<file path="src/rtl/lpzd_pkg.sv">
// ----------------------------------------------------------------------------
// lpzd_pkg
// Shared types and constants for the length-prefixed zero-marker deframer.
// ----------------------------------------------------------------------------
package lpzd_pkg;

    // Field and register widths
    localparam int unsigned BYTE_W  = 8;
    localparam int unsigned LEN_W   = 16;
    localparam int unsigned KIND_W  = 3;
    localparam int unsigned CFG_IDX_W = 2;

    // Register indexes on the configuration port
    localparam logic [CFG_IDX_W-1:0] CFG_MIN_LEN = 2'd0;
    localparam logic [CFG_IDX_W-1:0] CFG_MAX_LEN = 2'd1;

    // Register reset values
    localparam logic [LEN_W-1:0] MIN_LEN_RST = 16'd33;
    localparam logic [LEN_W-1:0] MAX_LEN_RST = 16'hFFFF;

    // Deframer phase
    typedef enum logic [1:0] {
        PH_LEN_LO = 2'd0,
        PH_LEN_HI = 2'd1,
        PH_BODY   = 2'd2,
        PH_HUNT   = 2'd3
    } t_phase;

    // Result kind codes
    typedef enum logic [KIND_W-1:0] {
        K_PAYLOAD = 3'd0,
        K_GOOD    = 3'd1,
        K_SMALL   = 3'd2,
        K_LARGE   = 3'd3,
        K_NOMARK  = 3'd4,
        K_RESYNC  = 3'd5
    } t_kind;

endpackage

</file>
<file path="src/rtl/lpzd_in_stage.sv">
// ----------------------------------------------------------------------------
// lpzd_in_stage
// Input register: holds one received byte until the deframing stage takes it.
// ----------------------------------------------------------------------------
module lpzd_in_stage (
    input  logic                        i_clk,
    input  logic                        i_rst_n,
    input  logic                        i_valid,
    output logic                        o_stall,
    input  logic [lpzd_pkg::BYTE_W-1:0] i_rx_byte,
    input  logic                        i_adv,
    output logic                        o_vld,
    output logic [lpzd_pkg::BYTE_W-1:0] o_byte
);
    import lpzd_pkg::*;

    logic              r_vld;
    logic [BYTE_W-1:0] r_byte;
    logic              w_ready;

    // Register is free when empty or being drained this cycle
    assign w_ready = !r_vld || i_adv;
    assign o_stall = !w_ready;

    always_ff @(posedge i_clk) begin
        if (!i_rst_n) begin
            r_vld <= 1'b0;
        end else if (w_ready) begin
            r_vld <= i_valid;
        end
    end

    always_ff @(posedge i_clk) begin
        if (w_ready && i_valid) begin
            r_byte <= i_rx_byte;
        end
    end

    assign o_vld  = r_vld;
    assign o_byte = r_byte;

endmodule

</file>
<file path="src/rtl/lpzd_core.sv">
// ----------------------------------------------------------------------------
// lpzd_core
// Deframing state machine, length limit registers and the result register.
// ----------------------------------------------------------------------------
module lpzd_core #(
    parameter int unsigned MARKER_LEN = 32
) (
    input  logic                           i_clk,
    input  logic                           i_rst_n,
    // byte from the input register
    input  logic                           i_vld,
    input  logic [lpzd_pkg::BYTE_W-1:0]    i_byte,
    output logic                           o_adv,
    // configuration writes
    input  logic                           i_cfg_we,
    input  logic [lpzd_pkg::CFG_IDX_W-1:0] i_cfg_index,
    input  logic [lpzd_pkg::LEN_W-1:0]     i_cfg_data,
    // result channel
    output logic                           o_valid,
    input  logic                           i_stall,
    output lpzd_pkg::t_kind                o_result_kind,
    output logic [lpzd_pkg::BYTE_W-1:0]    o_data_byte
);
    import lpzd_pkg::*;

    localparam int unsigned RUN_W = $clog2(MARKER_LEN + 1);
    localparam logic [LEN_W-1:0]   MARKER_LEN_L = LEN_W'(MARKER_LEN);
    localparam logic [RUN_W:0]     MARKER_LEN_R = (RUN_W + 1)'(MARKER_LEN);

    // Length limit registers
    logic [LEN_W-1:0] r_min_len;
    logic [LEN_W-1:0] r_max_len;

    always_ff @(posedge i_clk) begin
        if (!i_rst_n) begin
            r_min_len <= MIN_LEN_RST;
            r_max_len <= MAX_LEN_RST;
        end else if (i_cfg_we) begin
            unique case (i_cfg_index)
                CFG_MIN_LEN: r_min_len <= i_cfg_data;
                CFG_MAX_LEN: r_max_len <= i_cfg_data;
                default: ;
            endcase
        end
    end

    // Deframer state
    t_phase            r_phase,   n_phase;
    logic [BYTE_W-1:0] r_len_lo,  n_len_lo;
    logic [LEN_W-1:0]  r_frm_len, n_frm_len;
    logic [LEN_W-1:0]  r_pos,     n_pos;
    logic [RUN_W-1:0]  r_run,     n_run;
    logic              r_mrk_ok,  n_mrk_ok;

    // Result register
    logic              r_out_valid;
    t_kind             r_out_kind;
    logic [BYTE_W-1:0] r_out_data;

    logic              w_emit;
    t_kind             w_kind;
    logic [BYTE_W-1:0] w_data;
    logic              w_out_free;
    logic [LEN_W-1:0]  w_len;
    logic [LEN_W-1:0]  w_mrk_start;
    logic [LEN_W:0]    w_pos_inc;
    logic [RUN_W:0]    w_run_inc;
    logic              w_byte_zero;

    // Take the next byte whenever the result register can hold a result
    assign w_out_free = !r_out_valid || !i_stall;
    assign o_adv      = i_vld && w_out_free;

    assign w_len       = {i_byte, r_len_lo};
    assign w_mrk_start = r_frm_len - MARKER_LEN_L;
    assign w_pos_inc   = {1'b0, r_pos} + 1'b1;
    assign w_byte_zero = (i_byte == '0);
    assign w_run_inc   = w_byte_zero ? ({1'b0, r_run} + 1'b1) : '0;

    always_ff @(posedge i_clk) begin
        if (!i_rst_n) begin
            r_phase   <= PH_LEN_LO;
            r_len_lo  <= '0;
            r_frm_len <= '0;
            r_pos     <= '0;
            r_run     <= '0;
            r_mrk_ok  <= 1'b1;
        end else begin
            r_phase   <= n_phase;
            r_len_lo  <= n_len_lo;
            r_frm_len <= n_frm_len;
            r_pos     <= n_pos;
            r_run     <= n_run;
            r_mrk_ok  <= n_mrk_ok;
        end
    end

    // Next state and result for the byte being taken
    always_comb begin
        n_phase   = r_phase;
        n_len_lo  = r_len_lo;
        n_frm_len = r_frm_len;
        n_pos     = r_pos;
        n_run     = r_run;
        n_mrk_ok  = r_mrk_ok;
        w_emit    = 1'b0;
        w_kind    = K_PAYLOAD;
        w_data    = '0;
        if (o_adv) begin
            unique case (r_phase)
                PH_LEN_LO: begin
                    n_len_lo = i_byte;
                    n_phase  = PH_LEN_HI;
                end
                PH_LEN_HI: begin
                    // too-short check wins over too-long
                    if (w_len < r_min_len || w_len < MARKER_LEN_L) begin
                        w_emit  = 1'b1;
                        w_kind  = K_SMALL;
                        n_phase = PH_HUNT;
                        n_run   = '0;
                    end else if (w_len > r_max_len) begin
                        w_emit  = 1'b1;
                        w_kind  = K_LARGE;
                        n_phase = PH_HUNT;
                        n_run   = '0;
                    end else begin
                        n_frm_len = w_len;
                        n_pos     = '0;
                        n_mrk_ok  = 1'b1;
                        n_phase   = PH_BODY;
                    end
                end
                PH_BODY: begin
                    n_pos = w_pos_inc[LEN_W-1:0];
                    if (r_pos < w_mrk_start) begin
                        w_emit = 1'b1;
                        w_kind = K_PAYLOAD;
                        w_data = i_byte;
                    end else begin
                        n_mrk_ok = r_mrk_ok && w_byte_zero;
                        // last body byte closes the frame
                        if (w_pos_inc >= {1'b0, r_frm_len}) begin
                            w_emit = 1'b1;
                            if (n_mrk_ok) begin
                                w_kind  = K_GOOD;
                                n_phase = PH_LEN_LO;
                            end else begin
                                w_kind  = K_NOMARK;
                                n_phase = PH_HUNT;
                                n_run   = '0;
                            end
                        end
                    end
                end
                PH_HUNT: begin
                    if (w_run_inc >= MARKER_LEN_R) begin
                        w_emit  = 1'b1;
                        w_kind  = K_RESYNC;
                        n_run   = '0;
                        n_phase = PH_LEN_LO;
                    end else begin
                        n_run = w_run_inc[RUN_W-1:0];
                    end
                end
                default: ;
            endcase
        end
    end

    // Result register, reloaded whenever it is empty or being taken
    always_ff @(posedge i_clk) begin
        if (!i_rst_n) begin
            r_out_valid <= 1'b0;
        end else if (w_out_free) begin
            r_out_valid <= w_emit;
        end
    end

    always_ff @(posedge i_clk) begin
        if (w_out_free && w_emit) begin
            r_out_kind <= w_kind;
            r_out_data <= w_data;
        end
    end

    assign o_valid       = r_out_valid;
    assign o_result_kind = r_out_kind;
    assign o_data_byte   = r_out_data;

endmodule

</file>
<file path="src/rtl/length_prefixed_zero_marker_deframer_top.sv">
// ----------------------------------------------------------------------------
// length_prefixed_zero_marker_deframer_top
// Deframes length-prefixed frames that end in a run of zero marker bytes.
// ----------------------------------------------------------------------------
// Usage:
//   Input channel (i_valid / o_stall / i_rx_byte) carries one received byte
//   per request. Each frame is a 16-bit little-endian length followed by that
//   many body bytes, of which the last MARKER_LEN must be zero.
//   Output channel (o_valid / i_stall / o_result_kind / o_data_byte) carries
//   payload bytes, then one frame-good or marker-missing request per frame.
//   Length errors and a missing marker start a hunt for MARKER_LEN zero bytes,
//   which ends with a resync-found request.
//   In-range length bytes and marker bytes other than the last give no request.
// Timing:
//   One byte per cycle sustained while i_stall stays low. A taken byte is
//   held in the input register, then decoded into the result register,
//   which drives the outputs. Both registers drain and refill in the same
//   cycle.
// Stall and reset:
//   A stalled result holds; the input register fills and then o_stall rises.
//   Reset clears both registers, returns to awaiting a length and loads the
//   limits with 33 and 65535. Limits must be written while the block is idle; the block does not enforce it.
// ----------------------------------------------------------------------------
module length_prefixed_zero_marker_deframer_top #(
    parameter int unsigned MARKER_LEN = 32
) (
    input  logic                           i_clk,
    input  logic                           i_rst_n,
    // received byte requests
    input  logic                           i_valid,
    output logic                           o_stall,
    input  logic [lpzd_pkg::BYTE_W-1:0]    i_rx_byte,
    // configuration writes
    input  logic                           i_cfg_we,
    input  logic [lpzd_pkg::CFG_IDX_W-1:0] i_cfg_index,
    input  logic [lpzd_pkg::LEN_W-1:0]     i_cfg_data,
    // result requests
    output logic                           o_valid,
    input  logic                           i_stall,
    output logic [lpzd_pkg::KIND_W-1:0]    o_result_kind,
    output logic [lpzd_pkg::BYTE_W-1:0]    o_data_byte
);
    import lpzd_pkg::*;

    logic              w_vld;
    logic [BYTE_W-1:0] w_byte;
    logic              w_adv;
    t_kind             w_kind;

    // Input register
    lpzd_in_stage u_in (
        .i_clk     (i_clk),
        .i_rst_n   (i_rst_n),
        .i_valid   (i_valid),
        .o_stall   (o_stall),
        .i_rx_byte (i_rx_byte),
        .i_adv     (w_adv),
        .o_vld     (w_vld),
        .o_byte    (w_byte)
    );

    // Deframing stage and result register
    lpzd_core #(
        .MARKER_LEN (MARKER_LEN)
    ) u_core (
        .i_clk         (i_clk),
        .i_rst_n       (i_rst_n),
        .i_vld         (w_vld),
        .i_byte        (w_byte),
        .o_adv         (w_adv),
        .i_cfg_we      (i_cfg_we),
        .i_cfg_index   (i_cfg_index),
        .i_cfg_data    (i_cfg_data),
        .o_valid       (o_valid),
        .i_stall       (i_stall),
        .o_result_kind (w_kind),
        .o_data_byte   (o_data_byte)
    );

    assign o_result_kind = w_kind;

endmodule

</file>
<file path="config.mk">
export PLATFORM = sky130hd
export DESIGN_NAME = length_prefixed_zero_marker_deframer_top
export DESIGN_NICKNAME = d
export VERILOG_FILES = /design/src/rtl/lpzd_pkg.sv /design/src/rtl/lpzd_in_stage.sv /design/src/rtl/lpzd_core.sv /design/src/rtl/length_prefixed_zero_marker_deframer_top.sv
export SDC_FILE = /design/constraint.sdc
export NUM_CORES = 1
export LEC_CHECK = 0
export ABC_CLOCK_PERIOD_IN_PS = 5700
export BUFFER_PORTS_ARGS = -buffer_cell sky130_fd_sc_hd__buf_2
export CORE_MARGIN = 5
export CORE_UTILIZATION = 50
export DETAILED_ROUTE_END_ITERATION = 16
export HOLD_SLACK_MARGIN = 0.12
export PLACE_DENSITY = 0.68
export SLEW_MARGIN = 30
export SYNTH_ARGS = -nofsm -noshare
export SYNTH_HDL_FRONTEND = slang
export SYNTH_SLANG_ARGS = --single-unit
</file>
<file path="constraint.sdc">
create_clock -name i_clk -period 5.7 [get_ports i_clk]
set_input_delay 0.855 -clock i_clk [delete_from_list [all_inputs] [get_ports i_clk]]
set_output_delay 0.855 -clock i_clk [all_outputs]
set_load 0.005 [all_outputs]
</file>
# After elaboration in Yosys (flattened, before gate mapping)
# Cells that the tools add are included.
dict set report totals {
  reg_bits 102
  latchBits 0
  ram_bits 0
  romBits 0
  inputBits 31
  word_cells 96
  memories 0
}
dict set report op_classes {
  add_sub_neg 3
  mul 0
  div 0
  order_cmp 6
  eq_ne 11
  n_shift 0
  n_mux 36
  n_bitwise 2
  reduce_logical 25
}
# op n
set op_table {}
lappend op_table {{6-bit two-way mux} 6}
lappend op_table {{16-bit < comparator} 2}
lappend op_table {{16-bit two-way mux} 2}
lappend op_table {{16-bit one-hot mux with 2 select lines} 1}
lappend op_table {{6-bit one-hot mux with 3 select lines} 1}
lappend op_table {{16-bit by 1-bit adder with 17-bit output (second input constant)} 1}
lappend op_table {{17-bit by 16-bit >= comparator with 1-bit output} 1}
lappend op_table {{16-bit greater-than comparator} 1}
lappend op_table {{16-bit by 6-bit < comparator with 1-bit output (second input constant)} 1}
lappend op_table {{16-bit by 6-bit subtractor with 16-bit output (second input constant)} 1}
lappend op_table {{3-bit two-way mux} 5}
lappend op_table {{2-bit two-way mux} 6}
lappend op_table {{4-bit AND reduction} 3}
lappend op_table {{1-bit two-way mux} 10}
lappend op_table {{3-bit one-hot mux with 3 select lines} 1}
lappend op_table {{8-bit zero test} 1}
lappend op_table {{2-bit inequality test (second input constant)} 4}
lappend op_table {{2-bit one-hot mux with 4 select lines} 1}
lappend op_table {{6-bit by 1-bit adder with 7-bit output (second input constant)} 1}
lappend op_table {{7-bit by 6-bit >= comparator with 1-bit output (second input constant)} 1}
lappend op_table {{7-bit two-way mux} 1}
lappend op_table {{2-bit AND reduction} 3}
lappend op_table {{6-bit AND reduction} 1}
lappend op_table {{5-bit AND reduction} 1}
lappend op_table {{14 further kinds} 27}

# Logic depth before layout (Yosys ltp)
# Gate-level depths: netlist of run 1.
dict set report logic_depth {
  ltp_word 7
  depth_mapped 14
}

# Hierarchy
# From an unflattened synthesis of run 1, not the netlist that was laid out.
dict set report unflattened {
  hier_cells 679
  hier_area_um2 5815.6
}
# module instances cells_per_inst area_each_um2
set modules_own_cells {}
lappend modules_own_cells {lpzd_core 1 667 5527.8}
lappend modules_own_cells {lpzd_in_stage 1 12 287.8}

# Worst setup path after synthesis of run 1
# OpenSTA, ideal clock, no wires.
dict set report synth_path {
  kind {register to register}
  from {register u_core.r_pos[0]}
  to {register u_core.r_out_data[0] (netlist: u_core.o_data_byte[0]) (enable)}
  setup_time_ns 0.386
  arrival_time_ns 3.123
  t_required_ns 5.314
  setup_slack_ns 2.191
  stages_incl_launch_ff 14
  n_path_buf 0
  period_less_slack_ns 3.509
  cell_sequence {dfxtp_1 > ha_1 > nand3_2 > or2_2 > nor2_1 > xnor2_1 > ha_1 > nand3_1 > nor3_1 > nand2b_1 > a311o_1 > nand2_1 > o21ai_0 > a31oi_1}
}
dict set report synth_between {
  elab_chain_cells 7
  elab_cells_between_ends 8
}
# element line
set synth_rtl {}
lappend synth_rtl {{from (decl)} lpzd_core.sv:51} ;# logic [LEN_W-1:0] r_pos, n_pos;
lappend synth_rtl {{from (signal assigned)} lpzd_core.sv:92} ;# r_pos <= n_pos;
lappend synth_rtl {{16-bit by 1-bit adder with 17-bit output} lpzd_core.sv:76} ;# assign w_pos_inc = {1'b0, r_pos} + 1'b1;
lappend synth_rtl {{17-bit by 16-bit >= comparator with 1-bit output} lpzd_core.sv:143} ;# if (w_pos_inc >= {1'b0, r_frm_len}) begin
lappend synth_rtl {{1-bit two-way mux} lpzd_core.sv:143}
lappend synth_rtl {{1-bit two-way mux (*)} lpzd_core.sv:136} ;# if (r_pos < w_mrk_start) begin
lappend synth_rtl {{1-bit one-hot mux with 3 select lines (*)} lpzd_core.sv:110} ;# unique case (r_phase)
lappend synth_rtl {{1-bit two-way mux (*)} lpzd_core.sv:109} ;# if (o_adv) begin
lappend synth_rtl {{1-bit logical AND (*)} lpzd_core.sv:181} ;# if (w_out_free && w_emit) begin
lappend synth_rtl {{to (signal assigned)} lpzd_core.sv:183} ;# r_out_data <= w_data;
lappend synth_rtl {{to (decl)} lpzd_core.sv:58} ;# logic [BYTE_W-1:0] r_out_data;
# Every way passes the cells marked *; elsewhere a longest branch is shown, timed or not.
# A chain may end at the register's enable or synchronous reset.

# Worst setup path after layout of run 1
dict set report layout_path {
  from {register u_core.r_pos[0]}
  to {register u_core.r_out_kind[1] (netlist: u_core.o_result_kind[1]) (enable)}
}
dict set report layout_between {
  elab_chain_cells 7
  elab_cells_between_ends 8
}
# element line
set layout_rtl {}
lappend layout_rtl {{16-bit by 1-bit adder with 17-bit output} lpzd_core.sv:76}
lappend layout_rtl {{17-bit by 16-bit >= comparator with 1-bit output} lpzd_core.sv:143}
lappend layout_rtl {{1-bit two-way mux} lpzd_core.sv:143}
lappend layout_rtl {{1-bit two-way mux (*)} lpzd_core.sv:136}
lappend layout_rtl {{1-bit one-hot mux with 3 select lines (*)} lpzd_core.sv:110}
lappend layout_rtl {{1-bit two-way mux (*)} lpzd_core.sv:109}
lappend layout_rtl {{1-bit logical AND (*)} lpzd_core.sv:181}
lappend layout_rtl {{to (signal assigned)} lpzd_core.sv:182} ;# r_out_kind <= w_kind;
lappend layout_rtl {{to (decl)} lpzd_core.sv:57} ;# t_kind r_out_kind;
# Marked as above.

==> summary.txt, run 1 <==
Final setup vio count - 0
Ys async rst share - 0%
Cell mode on critical path - ha_1
Crit-path max FO - 11
CP Capture Type - flip-flop
XOR/XNOR Fraction of Synth Area - 3.30%
Initial DRC Count - 411
DRC violations left - 0
Net Sw Power - 0.391 mW
Diodes inserted - 0
Synth warn - 0
CP peak stage delay - 0.57 ns
Clock sink count - 102
Initial antenna violation count - 0
CP Data Arrival Time - 3.82 ns
GP Congestion - 0.870
Die W - 121 um
Reg2Reg Setup Slack - 1.87 ns
Met3 wire length - 702 um
Area leader, netlist - dfxtp_1
Total wire length - 14400 um
CP bufs+invs - 0
Switching share of power - 26.1%
Part of the power in registers - 51.3%
VDD IR-drop max - 0.239 mV
Clock Latency Late Sink - 0.36 ns
Top cells by area, synth - dfxtp_1 27%, ha_1 15%, edfxtp_1 9.3%, nand2_1 6.6%, a21oi_1 5.4%
FF+latch count, synth - 102
Gate power share - 9.9%
CTS root buffer - clkbuf_16
Status - complete, no violations
P_leak - 2.71 nW
First-pass GRT wire length - 24200 um
Layout area overhead - 9.42%
Final Power - 1.50 mW
Largest net degree at the start of global routing - 40
Hold/Removal Path Class - reg -> reg
Post-Syn Area - 0.00611 mm2
Final Max Slew Viols - 0
Slew @ Worst Pin - 0.776 ns
Antenna viol nets, final - 0
Setup crit start kind - flip-flop
Synthesized area per cell - 8.61 um2
Endpoints failing hold - 0
Max Cap Viol - 0
Core Util, Final - 55.7%
Worst Skew - 0.00985 ns
Layout cells sized above 1 - 11.3%
HPWL after DPL - 10700 um
Rows - 40
DR WL/cell - 16.2 um
Yosys cell types - 65
Critical-path top delay cell - a31oi_2
Top Layer Used - met4
WL met1 - 6810 um
Crit Path Class - reg -> reg
Worst EP required - 5.69 ns
Gr ovfl total - 0
Clk network pwr share - 38.8%
Gr usage total - 20.6%
Hold buffer count at CTS - 0
Die area - 0.0145 mm2
Dpl cells - 873
PortBufs - 43
Placed Area - 0.00639 mm2
Post-synthesis simple-gate area fraction - 21.6%
Drt first pass iters - 5
Vias - 5061
Die Y - 121 um
Int Pwr - 1.11 mW
Multiplexer share of the synthesized area - 2.95%
Predominant post-synthesis flop cell - dfxtp_1
H-tree depth - 3
Mapped Cells - 710
I/O pin count - 44
Critical-path cell list - ha_1, nand3_2, or2_2, nor2_1, xnor2_1, ha_1, nand3_1, nor3_1, nand2b_1, a311o_1, nand2_1, o21ai_0, a31oi_2
Tcrit/Tclk final - 67.1%
Syn Nets - 812
Top cell type's share of synthesized area - 27.2%
Post-CTS Setup Bufs - 0
Finished Layout Cells - 889
RSZ-0062 raised after global routing - no
Post-synth EDFFs - 19
Worst-path clk slew - 0.07 ns
Most frequent cell after synthesis - nand2_1
Adder-Cell Fraction of Synth Area - 14.5%
Most instantiated cells after synthesis - 108 x nand2_1, 83 x dfxtp_1, 71 x ha_1
Vias per cell - 5.69
TritonCTS clock tree - done
Initial Utilization - 50.9%
Routed wl met2 - 6540 um
Headroom to the max-slew limit - 48.3%
Largest family of logic cells by synthesized area - simple AND/OR/NAND/NOR gates
Core Footprint - 0.0120 mm2
Nets - 839
Critical path's top delay family - simple AND/OR/NAND/NOR gates
Post-synthesis compound-gate area fraction - 15.1%
Sequential share of the synthesized area - 36.5%
Max Buffers Root-to-Sink - 2
Max Freq - 0.261 GHz
CTS resizes - 0
Pwr dens - 224 mW/mm2
CTS buffer count - 9
Number of global-route vias before repair - 5027
Min Tclk post-route - 3.83 ns
Final instance area - 0.00669 mm2
Setup TNS Final - 0 ns
==> layout by cell type, fill, tap and decap left out, types with 3 or more instances in the layout <==
master and count:
nand2_1 108, and2_1 13, a21oi_1 66, o22ai_1 8, nor4_1 4, edfxtp_1 19, nor4_2 4, a21o_1 3
nor2_1 36, ha_1 71, a41oi_1 4, nand4_1 9, nand3_1 30, and3_1 6, xnor2_1 21, nor3_1 10
or3_1 13, o21ai_0 11, clkbuf_16 9, or4_1 4, inv_1 59, mux2i_1 18, or2_2 3, o211ai_1 19
and3_4 3, a31oi_1 3, nand2b_1 6, dfxtp_1 83, or3b_2 5, buf_2 43
==> per-stage QoR <==
stage,hold slack [ns],worst slack [ns]
after CTS,0.460,1.56
after global placement,0.446,1.86
after floorplan,0.436,2.19
after detailed placement,0.450,1.58
after global routing,0.483,1.63
final,0.458,1.87
==> sequential cells by signal, summed over array words and instances (netlist names), 2 cells and up <==
name,count
u_core.r_len_lo,8
u_core.r_phase,2
u_core.o_result_kind,3
u_core.r_min_len,16
u_core.r_max_len,16
u_core.r_frm_len,16
u_core.r_run,6
u_core.r_pos,16
u_in.o_byte,8
u_core.o_data_byte,8
==> path summary, 6_finish.rpt <==
kind                       start                       to  cells past startpoint
max              u_core.r_pos[0]  u_core.o_result_kind[1]                     13
min          u_core.r_min_len[7]      u_core.r_min_len[7]                      2
max reg2reg      u_core.r_pos[0]  u_core.o_result_kind[1]                     13
min reg2reg  u_core.r_min_len[7]      u_core.r_min_len[7]                      2
==> worst reg2reg max path, delay by kind of cell, from the launching register on <==
kind	cells	cell delay, ns
flops	1	0.42
fa+ha+maj	2	0.55
compound gates	3	1.11
xor+xnor	1	0.12
simple gates	7	1.25
==> routing by layer <==
metal	GRT usage, %	vias up
li1	-	2570
met3	4.77	27
met5	0	-
met2	32.8	119
met4	7.22	0
met1	27.6	2345
==> area by class of cell <==
| cell class | count | area, um2 |
|---|---|---|
| fillers | 1092 | 5320 |
| multi-input cells | 519 | 3540 |
| flip-flops and latches | 102 | 2230 |
| repair buffers | 45 | 230 |
| clock buffers | 10 | 229 |
| inverters | 60 | 225 |
| well taps | 147 | 184 |
| clock inverters | 6 | 45.0 |
==> cells by family after synthesis <==
group                    Yosys count
XOR/XNOR                          23
multiplexers                      18
buffers and inverters             89
AO/OA/AOI/OAI                    142
adder cells (fa/ha/maj)           71
flip-flops                       102
AND/OR/NAND/NOR                  265
==> power by group through the flow <==
stage               logic (mW)  registers, mW  clock network [mW]
finish                   0.148          0.770               0.582
global route             0.168          0.772               0.625
CTS                      0.147          0.770               0.593
detailed placement       0.145          0.787                   0
global placement         0.139          0.786                   0
floorplan                0.107          0.778                   0
No activity file was read; power rests on OpenSTA's default activity.
==> run 2: changes to the inputs <==
--- a/config.mk
+++ b/config.mk
@@ -5,7 +5,7 @@
 export SDC_FILE = /design/constraint.sdc
 export NUM_CORES = 1
 export LEC_CHECK = 0
-export ABC_CLOCK_PERIOD_IN_PS = 5700
+export ABC_CLOCK_PERIOD_IN_PS = 3550
 export BUFFER_PORTS_ARGS = -buffer_cell sky130_fd_sc_hd__buf_2
 export CORE_MARGIN = 5
 export CORE_UTILIZATION = 50
==> constraint.sdc (replaced) <==
create_clock -name i_clk -period 3.55 [get_ports i_clk]
set_input_delay 0.5325 -clock i_clk [delete_from_list [all_inputs] [get_ports i_clk]]
set_output_delay 0.5325 -clock i_clk [all_outputs]
set_load 0.005 [all_outputs]
==> summary.txt, run 2 (synthesized netlist as in run 1, its figures left out) <==
Core Footprint - 0.0120 mm2
Int Pwr - 1.79 mW
Worst Skew - 0.00975 ns
Max Cap Viol - 0
Clock Latency Late Sink - 0.36 ns
Vias per cell - 5.73
Slew @ Worst Pin - 0.703 ns
Switching share of power - 26.3%
PortBufs - 43
Initial antenna violation count - 0
Min Tclk post-route - 3.43 ns
CP startpoint - u_core.r_pos[1]
Layout cells sized above 1 - 13.7%
PnR worst setup slack - 0.121 ns
Die Y - 121 um
Max Buffers Root-to-Sink - 2
Number of global-route vias before repair - 5062
Antenna viol nets, final - 0
Crit-path max FO - 4
Total wire length - 14700 um
Hold/Removal Path Class - in -> reg
Post-Place Worst Slack - 0.0595 ns
CTS buffer count - 9
Multi-input gate area - 0.00359 mm2
Largest net degree at the start of global routing - 40
Initial Utilization - 50.9%
Worst-path clk slew - 0.07 ns
Die W - 121 um
# fillers - 1101
Headroom to the max-slew limit - 53.1%
Final instance area - 0.00682 mm2
DR WL/cell - 16.4 um
Final setup vio count - 0
Gate power share - 10.2%
Clock sink count - 102
Commonest non-fill, non-tap cells in the layout - 108 x nand2_1, 79 x dfxtp_1, 70 x ha_1
Commonest non-fill, non-tap cell in the layout - nand2_1
CP Capture Type - flip-flop
I/O pin count - 44
Reg2reg start - u_core.r_pos[1]
Initial DRC Count - 374
Gr usage total - 21.3%
H-tree depth - 3
Rows - 40
Diodes inserted - 0
Layout area overhead - 11.5%
Nets - 848
Drt first pass iters - 5
TritonCTS clock tree - done
First-pass GRT wire length - 25100 um
Die area - 0.0145 mm2
CP Data Arrival Time - 3.63 ns
Part of the power in registers - 50.7%
CTS root buffer - clkbuf_16
Reg area - 0.00224 mm2
Net Sw Power - 0.640 mW
Status - complete, no violations
Pwr dens - 357 mW/mm2
Clk network pwr share - 39.1%
Endpoints failing hold - 0
Setup crit start kind - flip-flop
Reg2Reg Setup Slack - 0.12 ns
GP Congestion - 0.903
Reg-to-Reg End - u_core.o_result_kind[0]
RSZ-0062 raised after global routing - yes
VDD IR-drop max - 0.373 mV
Placed Area - 0.00645 mm2
P_leak - 2.78 nW
Crit Path Class - reg -> reg
Reg2reg path depth - 12
DRC violations left - 0
Max Freq - 0.292 GHz
Tcrit/Tclk final - 96.6%
Dpl cells - 881
Vias - 5142
End point of the critical path - u_core.o_result_kind[0]
HPWL after DPL - 10900 um
Final Power - 2.43 mW
Final Max Slew Viols - 0
Finished Layout Cells - 898
Gr ovfl total - 0
Worst EP required - 3.75 ns
run 2: cell types whose count changed in the layout (fill, tap and decap cells not counted), moves of 3 or more:
cell,change
buf_4,+9
dfxtp_1,-4
dfxtp_2,+4
nor3_1,-3
nor3_2,+3
run 2: metrics by stage:
| step | hold WS (ns) | utilization (%) | setup TNS (ns) |
|---|---|---|---|
| 2_1_floorplan | 0.436 | - | 0 |
| 3_3_place_gp | 0.446 | 53.7 | 0 |
| 3_5_place_dp | 0.449 | 53.7 | 0 |
| 4_1_cts | 0.338 | 56.1 | 0 |
| 5_1_grt | 0.330 | 56.7 | -0.0247 |
| 6_report | 0.351 | 56.7 | 0 |
run 2: layer usage:
metal	track usage, %	up-vias	routed length (um)
met2	33.6	103	6800
met5	0	-	0
li1	-	2578	-
met3	5.52	28	682
met4	6.94	0	290
met1	28.5	2433	6930
run 2: worst min-delay path by stage:
stage	startpoint	slack, ns	endpoint	depth (start not counted)
floorplan	u_core.r_min_len[10]	0.44	u_core.r_min_len[10]	2
global placement	u_core.r_min_len[4]	0.45	u_core.r_min_len[4]	2
detailed placement	u_core.r_min_len[3]	0.45	u_core.r_min_len[3]	2
CTS	i_rx_byte[2]	0.34	u_in.o_byte[2]	1
global route	i_rx_byte[6]	0.33	u_in.o_byte[6]	1
finish	i_rx_byte[6]	0.35	u_in.o_byte[6]	1
run 2: power groups by stage:
stage	Sequential (mW)	Clock, mW	Combinational [mW]
final	1.23	0.950	0.249
after global placement	1.26	0	0.230
after detailed placement	1.26	0	0.242
after CTS	1.23	0.968	0.244
after global routing	1.24	1.02	0.284
after floorplan	1.25	0	0.173
run 2: repair_timing:
action / CTS / global route
hold buffers: 0 / 0
setup buffers: 0 / 1
resized for setup: 0 / 17
endpoints found under the setup margin: 0 / 18
run 2: area by class of cell:
| type | count | share of cell area [%] |
|---|---|---|
| repair buffers | 54 | 4.37 |
| flip-flops and latches | 102 | 32.8 |
| clock inverters | 6 | 0.753 |
| multi-input cells | 519 | 52.7 |
| inverters | 60 | 3.30 |
| clock buffers | 10 | 3.36 |
| well taps | 147 | 2.70 |
run 2: worst max-delay path: stages, from the launching register on:
cell     delay [ns]
dfxtp_2        0.39
ha_4           0.16
nand3_2        0.13
or2_4          0.30
nor2_1         0.15
xnor2_1        0.10
ha_1           0.30
nand3_1        0.10
or3b_1         0.36
a311o_1        0.41
and2_1         0.17
or4_1          0.52
a31oi_1        0.18
==> run 3: changes to the inputs <==
--- a/config.mk
+++ b/config.mk
@@ -7,9 +7,12 @@
 export LEC_CHECK = 0
 export ABC_CLOCK_PERIOD_IN_PS = 3550
 export BUFFER_PORTS_ARGS = -buffer_cell sky130_fd_sc_hd__buf_2
+export CAP_MARGIN = 15
+export CORE_ASPECT_RATIO = 1.75
 export CORE_MARGIN = 5
 export CORE_UTILIZATION = 50
 export DETAILED_ROUTE_END_ITERATION = 16
+export GPL_TIMING_DRIVEN = 1
 export HOLD_SLACK_MARGIN = 0.12
 export PLACE_DENSITY = 0.68
 export SLEW_MARGIN = 30
==> summary.txt, run 3 (synthesized netlist as in run 1, its figures left out) <==
Number of global-route vias before repair - 5369
Final Max Slew Viols - 0
Initial Utilization - 50.9%
Core Footprint - 0.0120 mm2
Setup crit start kind - flip-flop
Final setup vio count - 0
Crit Path Class - reg -> reg
Endpoints failing hold - 0
Critical-path top delay cell - or4_1
Min Tclk post-route - 3.44 ns
Clock Latency Late Sink - 0.35 ns
DR WL/cell - 16.9 um
Die W - 93.6 um
Die area - 0.0146 mm2
Slew @ Worst Pin - 0.712 ns
Max Cap Viol - 0
CP peak stage delay - 0.51 ns
GP Congestion - 0.967
First-pass GRT wire length - 25500 um
Largest net degree at the start of global routing - 44
Worst EP required - 3.75 ns
Max Freq - 0.291 GHz
Vias per cell - 5.70
TritonCTS clock tree - done
P_leak - 2.79 nW
Status - complete, no violations
H-tree depth - 3
Met1 Use GR - 22.0%
Max Buffers Root-to-Sink - 2
Commonest non-fill, non-tap cells in the layout - 108 x nand2_1, 82 x dfxtp_1, 70 x ha_1
RSZ-0062 raised after global routing - yes
I/O pin count - 44
Nets - 855
CP Data Arrival Time - 3.64 ns
CP Capture Type - flip-flop
Vias - 5261
Total wire length - 15600 um
Headroom to the max-slew limit - 52.5%
Critical-path cell list - ha_2, nand3_2, or2_2, nor2_1, xnor2_1, ha_1, nand3_1, or3b_4, a311o_1, and2_1, or4_1, a31oi_1
Tcrit/Tclk final - 96.9%
Met2 Resource Use GR - 41.4%
Die Y - 156 um
HPWL after DPL - 12200 um
Rows - 53
Critical path's top delay family - simple AND/OR/NAND/NOR gates
Setup TNS Final - 0 ns
CP bufs+invs - 0
Layout area overhead - 12.3%
PortBufs - 43
Clock sink count - 102
Initial antenna violation count - 0
Worst-path clk slew - 0.07 ns
Drt first pass iters - 5
Post-Place Worst Slack - -0.0217 ns
Initial DRC Count - 259
CTS buffer count - 9
Hold/Removal Path Class - in -> reg
Gr busiest metal - met2
CTS root buffer - clkbuf_16
Worst Skew - 0.00769 ns
Antenna viol nets, final - 0
Crit-path max FO - 4
Diodes inserted - 0
PnR worst setup slack - 0.109 ns
Pwr dens - 355 mW/mm2
Layout cells sized above 1 - 13.7%
Commonest non-fill, non-tap cell in the layout - nand2_1
DRC violations left - 0
VDD IR-drop max - 0.272 mV
M3 GR Usage - 3.17%
Gr ovfl total - 0
Gr usage total - 22.1%
==> run 3: changes by cell type in the layout (fill, tap and decap cells not counted), moves of 2 or more <==
cell / before / now
nor3_1: 7 / 9
nor3_2: 3 / 1
dfxtp_1: 79 / 82
buf_4: 11 / 17
dfxtp_2: 4 / 1
==> run 3: per-stage QoR <==
step           area, um2  cells  hold WS, ns  power, mW  utilization, %
2_1_floorplan       6110    710        0.436       1.42               -
3_3_place_gp        6550    907        0.448       1.50            54.6
3_5_place_dp        6550    907        0.448       1.51            54.6
4_1_cts             6840    923        0.355       2.45            57.0
5_1_grt             6860    923        0.347       2.54            57.2
6_report            6860    923        0.358       2.44            57.2
==> run 3: repair_timing <==
item / in CTS / in global routing
gates resized for setup: 1 / 8
buffers inserted: 0 / 0
cloned: 0 / 0
hold buffers: 0 / 0
pin swaps: 0 / 1
endpoints found under the setup margin: 1 / 16
==> run 3: power breakdown <==
part	internal (mW)	switching [mW]
sequential	1.21	0.0217
combinational	0.103	0.159
clock	0.486	0.464
==> run 3: layout make-up <==
type	instances	area (um2)
fillers	1113	5140
multi-input cells	519	3550
flip-flops and latches	102	2230
repair buffers	61	363
clock buffers	9	225
inverters	60	225
well taps	165	206
clock inverters	7	57.6
==> run 3: final timing paths <==
check	start	endpoint	slack, ns	cells past startpoint
worst max-delay path	u_core.r_pos[0]	u_core.o_result_kind[0]	0.11	12
worst min-delay path	i_rx_byte[3]	u_in.o_byte[3]	0.36	1
worst max register to register	u_core.r_pos[0]	u_core.o_result_kind[0]	0.11	12
worst min register to register	u_core.r_min_len[7]	u_core.r_min_len[7]	0.46	2
==> run 3: metal layers <==
layer	part of all wire, %	routed length [um]	vias to the layer above
li1	-	-	2610
met1	36	5660	2468
met2	55	8500	123
met3	2.9	447	60
met4	6.3	986	0
met5	0	0	-
